<file path="config.mk">
export PLATFORM = sky130hd
export DESIGN_NAME = four_bit_mcu_execute_unit_core
export DESIGN_NICKNAME = d
export VERILOG_FILES = /design/src/rtl/fbmcu_pkg.sv /design/src/rtl/four_bit_mcu_execute_unit_core.sv /design/src/rtl/fbmcu_exec.sv
export VERILOG_INCLUDE_DIRS = /design/src /design/src/rtl
export SDC_FILE = /design/constraint.sdc
export NUM_CORES = 1
export LEC_CHECK = 0
export ABC_AREA = 1
export BUFFER_PORTS_ARGS = -buffer_cell sky130_fd_sc_hd__buf_2
export CAP_MARGIN = 20
export CORE_ASPECT_RATIO = 0.9
export CORE_MARGIN = 4
export CORE_UTILIZATION = 40
export DETAILED_ROUTE_END_ITERATION = 16
export GPL_TIMING_DRIVEN = 1
export MAX_ROUTING_LAYER = met4
export PLACE_DENSITY = 0.55
export SETUP_SLACK_MARGIN = 0.1
export SYNTH_ARGS = -nofsm -noshare
export SYNTH_HDL_FRONTEND = slang
export SYNTH_SLANG_ARGS = --single-unit
</file>
<file path="constraint.sdc">
create_clock -name i_clk -period 5.1 [get_ports i_clk]
set_input_delay 1.02 -clock i_clk [delete_from_list [all_inputs] [get_ports i_clk]]
set_output_delay 1.02 -clock i_clk [all_outputs]
set_load 0.005 [all_outputs]
</file>
<file path="src/rtl/four_bit_mcu_execute_unit_core_macros.svh">
// Assertion macros for the execute unit.
`ifndef FOUR_BIT_MCU_EXECUTE_UNIT_CORE_MACROS_SVH
`define FOUR_BIT_MCU_EXECUTE_UNIT_CORE_MACROS_SVH

`ifndef SYNTH
`define FBMCU_ASSERT_IMPLY(label, clk, rst_n, cond, prop) \
    label: assert property (@(posedge clk) disable iff (!rst_n) (cond) |-> (prop)) \
        else $error("implication check failed");
`define FBMCU_ASSERT_NEXT(label, clk, rst_n, cond, prop) \
    label: assert property (@(posedge clk) disable iff (!rst_n) (cond) |=> (prop)) \
        else $error("next-cycle check failed");
`else
`define FBMCU_ASSERT_IMPLY(label, clk, rst_n, cond, prop)
`define FBMCU_ASSERT_NEXT(label, clk, rst_n, cond, prop)
`endif

`endif

</file>
<file path="src/rtl/fbmcu_pkg.sv">
package fbmcu_pkg;

    typedef enum logic [5:0] {
        CMD_TAY = 6'd0, CMD_TYA, CMD_CLA, CMD_TAM, CMD_TAMIY, CMD_TAMZA, CMD_TMY,
        CMD_TMA, CMD_XMA, CMD_AMAAC, CMD_SAMAN, CMD_IMAC, CMD_DMAN, CMD_IA,
        CMD_IYC, CMD_DAN, CMD_DYN, CMD_A6AAC, CMD_A8AAC, CMD_A10AAC, CMD_CPAIZ,
        CMD_ALEM, CMD_ALEC, CMD_MNEZ, CMD_YNEA, CMD_YNEC, CMD_SBIT, CMD_RBIT,
        CMD_TBIT, CMD_TCY, CMD_TCMIY, CMD_KNEZ, CMD_TKA, CMD_SETR, CMD_RSTR,
        CMD_TDO, CMD_CLO, CMD_LDX, CMD_COMX, CMD_LDP, CMD_BR, CMD_CALL, CMD_RETN
    } t_cmd;

    typedef struct packed {
        logic [3:0]  acc;
        logic [3:0]  y;
        logic [1:0]  x;
        logic        st;
        logic        sl;
        logic [3:0]  pa;
        logic [3:0]  pb;
        logic [5:0]  pc;
        logic [5:0]  sr;
        logic        cl;
        logic [10:0] r;
        logic [4:0]  o;
    } t_state;

    typedef struct packed {
        logic       we;
        logic [3:0] data;
    } t_ram_wr;

    localparam t_state STATE_RESET = '{
        acc: 4'd10, y: 4'd10, x: 2'd2, st: 1'b0, sl: 1'b0, pa: 4'd15, pb: 4'd15,
        pc: 6'd0, sr: 6'd0, cl: 1'b0, r: 11'd0, o: 5'd0
    };

    localparam logic [3:0] RAM_RESET = 4'd10;
    localparam logic [3:0] Y_R_LIMIT = 4'd10;

endpackage

</file>
<file path="src/rtl/four_bit_mcu_execute_unit_core.sv">
// Pipeline: the input register, then the result register; a result stall holds the item
// in the input register and blocks new input until the result is taken.
// Throughput: one instruction per cycle unless the output stalls; the data RAM read for the next
// instruction is issued from the next-state X:Y in the same cycle, with write-to-read bypass.
// Reset: synchronous, active low; restores the machine state and valid flags, clears the RAM
// valid bits (unwritten words read as 10), no clearing pass, ready as soon as reset is released.
`include "four_bit_mcu_execute_unit_core_macros.svh"

module four_bit_mcu_execute_unit_core #(
    parameter int RAM_WORDS = 64
) (
    input  logic        i_clk,
    input  logic        i_rst_n,
    input  logic        i_in_valid,
    output logic        o_in_ready,
    input  logic [5:0]  i_command,
    input  logic [5:0]  i_operand,
    input  logic [3:0]  i_k_lines,
    output logic        o_out_valid,
    input  logic        i_out_ready,
    output logic [5:0]  o_next_pc,
    output logic [3:0]  o_page,
    output logic [10:0] o_r_lines,
    output logic [4:0]  o_o_lines,
    output logic        o_status,
    output logic [3:0]  o_acc_value
);
    import fbmcu_pkg::*;

    localparam int AW         = $clog2(RAM_WORDS);
    localparam int WRAP_STEPS = 63 / RAM_WORDS;

    function automatic logic [AW-1:0] f_wrap(input logic [5:0] a);
        logic [6:0] v;
        v = {1'b0, a};
        for (int i = 0; i < WRAP_STEPS; i++) begin
            if (v >= 7'(RAM_WORDS)) begin
                v = v - 7'(RAM_WORDS);
            end
        end
        return v[AW-1:0];
    endfunction

    logic             r_in_valid;
    logic [5:0]       r_cmd;
    logic [5:0]       r_operand;
    logic [3:0]       r_k;
    logic             r_out_valid;
    t_state           r_state;
    t_state           n_state;
    t_state           ex_state;
    t_ram_wr          ex_wr;
    logic             w_exec;
    logic [AW-1:0]    w_wr_addr;
    logic [AW-1:0]    w_rd_addr;
    logic [3:0]       r_mem [RAM_WORDS];
    logic [RAM_WORDS-1:0] r_mem_valid;
    logic [3:0]       r_rd_data;
    logic [5:0]       r_out_pc;
    logic [3:0]       r_out_page;
    logic [10:0]      r_out_r;
    logic [4:0]       r_out_o;
    logic             r_out_st;
    logic [3:0]       r_out_acc;

    assign w_exec     = r_in_valid && (!r_out_valid || i_out_ready);
    assign o_in_ready = !r_in_valid || w_exec;
    assign n_state    = w_exec ? ex_state : r_state;
    assign w_wr_addr  = f_wrap({r_state.x, r_state.y});
    assign w_rd_addr  = f_wrap({n_state.x, n_state.y});

    fbmcu_exec u_exec (
        .i_state    (r_state),
        .i_command  (r_cmd),
        .i_operand  (r_operand),
        .i_k_lines  (r_k),
        .i_ram_data (r_rd_data),
        .o_state    (ex_state),
        .o_ram_wr   (ex_wr)
    );

    always_ff @(posedge i_clk) begin
        if (!i_rst_n) begin
            r_in_valid  <= 1'b0;
            r_out_valid <= 1'b0;
            r_state     <= STATE_RESET;
        end else begin
            if (o_in_ready) begin
                r_in_valid <= i_in_valid;
            end
            if (w_exec) begin
                r_out_valid <= 1'b1;
            end else if (i_out_ready) begin
                r_out_valid <= 1'b0;
            end
            r_state <= n_state;
        end
    end

    always_ff @(posedge i_clk) begin
        if (o_in_ready && i_in_valid) begin
            r_cmd     <= i_command;
            r_operand <= i_operand;
            r_k       <= i_k_lines;
        end
        if (w_exec) begin
            r_out_pc   <= ex_state.pc;
            r_out_page <= ex_state.pa;
            r_out_r    <= ex_state.r;
            r_out_o    <= ex_state.o;
            r_out_st   <= ex_state.st;
            r_out_acc  <= ex_state.acc;
        end
    end

    always_ff @(posedge i_clk) begin
        if (w_exec && ex_wr.we) begin
            r_mem[w_wr_addr] <= ex_wr.data;
        end
    end

    always_ff @(posedge i_clk) begin
        if (!i_rst_n) begin
            r_mem_valid <= '0;
        end else if (w_exec && ex_wr.we) begin
            r_mem_valid[w_wr_addr] <= 1'b1;
        end
    end

    always_ff @(posedge i_clk) begin
        if (!i_rst_n) begin
            r_rd_data <= RAM_RESET;
        end else if (w_exec && ex_wr.we && (w_wr_addr == w_rd_addr)) begin
            r_rd_data <= ex_wr.data;
        end else if (r_mem_valid[w_rd_addr]) begin
            r_rd_data <= r_mem[w_rd_addr];
        end else begin
            r_rd_data <= RAM_RESET;
        end
    end

    assign o_out_valid = r_out_valid;
    assign o_next_pc   = r_out_pc;
    assign o_page      = r_out_page;
    assign o_r_lines   = r_out_r;
    assign o_o_lines   = r_out_o;
    assign o_status    = r_out_st;
    assign o_acc_value = r_out_acc;

    `FBMCU_ASSERT_NEXT(a_exec_gives_result, i_clk, i_rst_n, w_exec, o_out_valid)
    `FBMCU_ASSERT_NEXT(a_held_item_kept, i_clk, i_rst_n, r_in_valid && !w_exec, r_in_valid)
    `FBMCU_ASSERT_NEXT(a_pc_only_on_exec, i_clk, i_rst_n, !w_exec, $stable(r_state.pc))
    `FBMCU_ASSERT_NEXT(a_call_sets_latch, i_clk, i_rst_n, w_exec && r_state.st && (r_cmd == CMD_CALL), r_state.cl)

endmodule

</file>
<file path="src/rtl/fbmcu_exec.sv">
module fbmcu_exec (
    input  fbmcu_pkg::t_state  i_state,
    input  logic [5:0]         i_command,
    input  logic [5:0]         i_operand,
    input  logic [3:0]         i_k_lines,
    input  logic [3:0]         i_ram_data,
    output fbmcu_pkg::t_state  o_state,
    output fbmcu_pkg::t_ram_wr o_ram_wr
);
    import fbmcu_pkg::*;

    logic [3:0] c_val;
    logic [1:0] b_num;
    logic [3:0] b_mask;
    logic [3:0] m;

    assign c_val  = {i_operand[0], i_operand[1], i_operand[2], i_operand[3]};
    assign b_num  = {i_operand[0], i_operand[1]};
    assign b_mask = 4'b0001 << b_num;
    assign m      = i_ram_data;

    always_comb begin
        logic [4:0] sum;
        logic       loaded;
        o_state  = i_state;
        o_ram_wr = '0;
        loaded   = 1'b0;
        sum      = '0;
        case (i_command)
            CMD_TAY: begin
                o_state.y  = i_state.acc;
                o_state.st = 1'b1;
            end
            CMD_TYA: begin
                o_state.acc = i_state.y;
                o_state.st  = 1'b1;
            end
            CMD_CLA: begin
                o_state.acc = 4'd0;
                o_state.st  = 1'b1;
            end
            CMD_TAM: begin
                o_ram_wr   = '{we: 1'b1, data: i_state.acc};
                o_state.st = 1'b1;
            end
            CMD_TAMIY: begin
                o_ram_wr   = '{we: 1'b1, data: i_state.acc};
                o_state.y  = i_state.y + 4'd1;
                o_state.st = 1'b1;
            end
            CMD_TAMZA: begin
                o_ram_wr    = '{we: 1'b1, data: i_state.acc};
                o_state.acc = 4'd0;
                o_state.st  = 1'b1;
            end
            CMD_TMY: begin
                o_state.y  = m;
                o_state.st = 1'b1;
            end
            CMD_TMA: begin
                o_state.acc = m;
                o_state.st  = 1'b1;
            end
            CMD_XMA: begin
                o_ram_wr    = '{we: 1'b1, data: i_state.acc};
                o_state.acc = m;
                o_state.st  = 1'b1;
            end
            CMD_AMAAC, CMD_IMAC, CMD_DMAN, CMD_DAN, CMD_A6AAC, CMD_A8AAC,
            CMD_A10AAC: begin
                case (i_command)
                    CMD_AMAAC: sum = {1'b0, i_state.acc} + {1'b0, m};
                    CMD_IMAC:  sum = {1'b0, m} + 5'd1;
                    CMD_DMAN:  sum = {1'b0, m} + 5'd15;
                    CMD_DAN:   sum = {1'b0, i_state.acc} + 5'd15;
                    CMD_A6AAC: sum = {1'b0, i_state.acc} + 5'd6;
                    CMD_A8AAC: sum = {1'b0, i_state.acc} + 5'd8;
                    default:   sum = {1'b0, i_state.acc} + 5'd10;
                endcase
                o_state.acc = sum[3:0];
                o_state.st  = sum[4];
            end
            CMD_SAMAN, CMD_CPAIZ: begin
                sum = {1'b0, ~i_state.acc} + 5'd1
                    + ((i_command == CMD_SAMAN) ? {1'b0, m} : 5'd0);
                o_state.acc = sum[3:0];
                o_state.st  = sum[4];
            end
            CMD_IA: begin
                o_state.acc = i_state.acc + 4'd1;
                o_state.st  = 1'b1;
            end
            CMD_IYC, CMD_DYN: begin
                sum = {1'b0, i_state.y} + ((i_command == CMD_IYC) ? 5'd1 : 5'd15);
                o_state.y  = sum[3:0];
                o_state.st = sum[4];
            end
            CMD_ALEM: begin
                sum        = {1'b0, ~i_state.acc} + {1'b0, m} + 5'd1;
                o_state.st = sum[4];
            end
            CMD_ALEC: begin
                sum        = {1'b0, ~i_state.acc} + {1'b0, c_val} + 5'd1;
                o_state.st = sum[4];
            end
            CMD_MNEZ: o_state.st = (m != 4'd0);
            CMD_YNEA: begin
                o_state.st = (i_state.acc != i_state.y);
                o_state.sl = (i_state.acc != i_state.y);
            end
            CMD_YNEC: o_state.st = (i_state.y != c_val);
            CMD_SBIT: begin
                o_ram_wr   = '{we: 1'b1, data: m | b_mask};
                o_state.st = 1'b1;
            end
            CMD_RBIT: begin
                o_ram_wr   = '{we: 1'b1, data: m & ~b_mask};
                o_state.st = 1'b1;
            end
            CMD_TBIT: o_state.st = |(m & b_mask);
            CMD_TCY: begin
                o_state.y  = c_val;
                o_state.st = 1'b1;
            end
            CMD_TCMIY: begin
                o_ram_wr   = '{we: 1'b1, data: c_val};
                o_state.y  = i_state.y + 4'd1;
                o_state.st = 1'b1;
            end
            CMD_KNEZ: o_state.st = (i_k_lines != 4'd0);
            CMD_TKA: begin
                o_state.acc = i_k_lines;
                o_state.st  = 1'b1;
            end
            CMD_SETR: begin
                if (i_state.y <= Y_R_LIMIT) begin
                    o_state.r = i_state.r | (11'd1 << i_state.y);
                end
                o_state.st = 1'b1;
            end
            CMD_RSTR: begin
                if (i_state.y <= Y_R_LIMIT) begin
                    o_state.r = i_state.r & ~(11'd1 << i_state.y);
                end
                o_state.st = 1'b1;
            end
            CMD_TDO: begin
                o_state.o  = {i_state.acc, i_state.sl};
                o_state.st = 1'b1;
            end
            CMD_CLO: begin
                o_state.o  = 5'd0;
                o_state.st = 1'b1;
            end
            CMD_LDX: begin
                o_state.x  = b_num;
                o_state.st = 1'b1;
            end
            CMD_COMX: begin
                o_state.x  = ~i_state.x;
                o_state.st = 1'b1;
            end
            CMD_LDP: begin
                o_state.pb = c_val;
                o_state.st = 1'b1;
            end
            CMD_BR: begin
                if (i_state.st) begin
                    o_state.pc = i_operand;
                    loaded     = 1'b1;
                    if (!i_state.cl) begin
                        o_state.pa = i_state.pb;
                    end
                end
                o_state.st = 1'b1;
            end
            CMD_CALL: begin
                if (i_state.st) begin
                    o_state.pc = i_operand;
                    o_state.pb = i_state.pa;
                    loaded     = 1'b1;
                    if (!i_state.cl) begin
                        o_state.sr = i_state.pc + 6'd1;
                        o_state.pa = i_state.pb;
                        o_state.cl = 1'b1;
                    end
                end
                o_state.st = 1'b1;
            end
            CMD_RETN: begin
                if (i_state.cl) begin
                    o_state.pc = i_state.sr;
                    o_state.cl = 1'b0;
                    loaded     = 1'b1;
                end
                o_state.pa = i_state.pb;
                o_state.st = 1'b1;
            end
            default: begin
            end
        endcase
        if (!loaded) begin
            o_state.pc = i_state.pc + 6'd1;
        end
    end

endmodule

</file>
==> impl_results.md <==
- Outcome: finished clean
- Vias in the first global route: 14731
- Reg2reg setup slack: between 0.8 and 0.9 ns
- Asr flop ratio synth: 0%
- Slew Limit Fails: 0
- CTS Buffer Depth: 3
- Launch point of the worst hold path: r_mem_valid[43]
- Synth area leaders: edfxtp_1, dfxtp_1, nand3_1
- DRT met1 WL: 27200 um
- Critical path fanouts, max: 67
- Setup WS pre-CTS: between 0.8 and 0.9 ns
- # hold bufs at CTS: 0
- CTS Buf Count: 46
- Largest net degree at the start of global routing: between 100 and 150
- Initial antenna violation count: 0
- Total vias in the final route: 14990
- Gate power share: a little over 7%
- Routed wl met2: between 20000 and 25000 um
- Drt drc: 0
- Register area share after synthesis: 58.8%
- Syn_nets: approximately 2100
- RR Startpoint: r_cmd[5]
- Total gr overflow: 0
- CTS resizes: 0
- Tot GR Track Use: 22.3%
- DRT iter0 DRCs: 1359
- Setup CP Type: reg2reg
- CP startpoint: r_cmd[5]
- Postcts setup bufs: 0
- Seq cells post-synth: ~420
- Skew-Pair Late Insertion Delay: 0.59 ns
- Sw frac: around a quarter
- Hold WS: about 0.46 ns
- Met3 WL post-DR: 3830 um
- Share of layout cells above drive strength 1: under 10%
- Worst hold path class: reg2reg
- DR vias/cell: roughly 5.5
- Number of fill cells: 4587
- Routed wire per std cell: about 21 um
- Setup TNS: 0 ns
- Mapped cell area: 0.0195 sq mm
- CP Launch Type: flop
- FP Rows: 76
- Final setup vio count: 0
- Sw Pwr: 1.78 mW
- Synth warnings: 0
- Cells after DPL: 2636
- Cell variety after synth: 52
- Power density over the cells: 345 mW/mm^2
- Clock power share: between 40 and 50%
- Final core utilization: between 40 and 50%
- Clk Tree Root Cell: clkbuf_16
- Leakage: 8.37 nW
- Yosys top cell area share: a little under half
- Skew final: about 0.018 ns
- Crit path DAT: 4.77 ns
- Layout Nets: between 2000 and 2500
- Primary FF master, synth: edfxtp_1
- Total Wirelength: 56900 um
- CTS tree: built
- Die height: 218 um
- Fin crit share: about 84%
- DP Wirelength: about 37000 um
- Post-synth top area cell: edfxtp_1
- Peak VDD IR: 0.222 mV
- Worst-path clk slew: ~0.060 ns
- Core box area: a little under 0.05 sq mm
- Number of flops mapped to enable cells by yosys: about 300
- Area of placed instances: between 0.02 and 0.025 sq mm
- Drt pass-1 iters: 7
- Initial core utilization: between 40% and 50%
- P_int: approximately 5.8 mW
- Top-count cell post-synth: edfxtp_1
- First-pass GRT wire length: approximately 88000 um
- Total Power: 7.54 mW
- Post-route cell area: roughly 0.022 sq mm
- Final antenna-violating net count: 0
- RSZ-0062 raised after global routing: no
- Slack of the critical path: a little over 0.8 ns
- Slew margin rel.: approximately a third
- Crit path required time: between 5 and 6 ns
- Max-cap check violation count: 0
- Gp weighted congestion: just under 1
- Minimum clock period: about 4.3 ns
- Post-Layout Cell Count: between 2000 and 3000
- Sink Count: between 400 and 500
- Worst setup EP type: flop
- ANT cells: 0
- Max Used Layer: met4
- Die footprint: ~0.052 sq mm
- Cells after Synth: roughly 2000
- Area Growth Syn to Fin: 11.9%
- Final hold vios: 0
- Sequential fraction of design power: between 40% and 50%
- Worst-Margin Slew: between 0.9 and 1 ns
- I/O pin cnt: 53
- Achievable frequency: between 200 and 250 MHz
- I/O Buffers: between 50 and 60
- Syn avg cell area: 9.63 sq um
- Post-synth top cells: edfxtp_1, inv_1, nand2_1
- Chip Width: approximately 240 um
- H-tree levels: 2
## cells by family (layout without fill, tap and decap cells)
logic type,count (synthesis),in the layout,share of synthesized area [%]
AOI/OAI and AO/OA,464,464,14.1
and+or+nand+nor,728,728,16.3
adders and majority gates,32,32,2.20
DFF,422,422,58.8
xor gates and xnor gates,18,18,0.808
buffers and inverters,364,434,7.73
## final timing paths
path / end / cells after the start
max: r_rd_data[1] / 18
max reg2reg: r_rd_data[1] / 18
min reg2reg: r_mem_valid[43] / 1
min: r_mem_valid[43] / 1
## placed cells by master, fill, tap and decap left out, types with 28 or more instances in the layout
master,n
nand3_1,235
dfxtp_1,119
nand2_1,252
inv_1,254
clkbuf_16,47
buf_4,30
edfxtp_1,303
o21a_1,65
ha_1,28
a21oi_1,109
o21ai_0,172
nor2_1,182
o211ai_1,46
buf_2,52
## registers in the layout, summed over array words and instances (netlist names), 4 cells and up
register     flops
r_mem_valid     64
o_o_lines        5
r_cmd            6
o_r_lines       11
r_k              4
r_mem          256
r_state         49
o_page           4
o_acc_value      4
o_next_pc        6
r_rd_data        4
r_operand        6
## worst max-delay path, cell delays in order (launching register included)
cell and delay, ns:
edfxtp_1 0.47, nor2_4 0.31, nand3_2 0.34, nand2_2 0.24, nor2_4 0.07, a21oi_4 0.28, nand2_4 0.32, nand2_8 0.42
buf_4 0.55, or2_2 0.20, nand2_1 0.05, nand3_1 0.09, nand3_1 0.12, nand3_1 0.21, nand3_1 0.13, nand2_2 0.12
nand2_1 0.07, nand2_1 0.06, nand2_1 0.06
## routing by layer
layer	GRT usage, %	up-vias
met5	-	-
met4	5.89	0
met2	32.1	489
met3	3.16	85
met1	33.4	7341
li1	-	7075
## power groups by stage
stage / combinational [mW] / sequential, mW / clock [mW]
after detailed placement: 0.542 / 3.82 / 0
after global placement: 0.538 / 3.82 / 0
after global routing: 0.610 / 3.75 / 3.46
after CTS: 0.545 / 3.75 / 3.32
after floorplan: 0.361 / 3.81 / 0
final: 0.547 / 3.75 / 3.25
## area by class of cell
cell class / count / area, sq um / share of cell area, %
Sequential cell: 422 / 11500 / 52.5
Multi-Input combinational cell: 1242 / 6620 / 30.3
Clock buffer: 77 / 1380 / 6.31
Inverter: 265 / 995 / 4.55
Tap cell: 624 / 781 / 3.57
Timing Repair Buffer: 83 / 505 / 2.31
Clock inverter: 9 / 88.8 / 0.407
(Power assumes the default switching activity.)
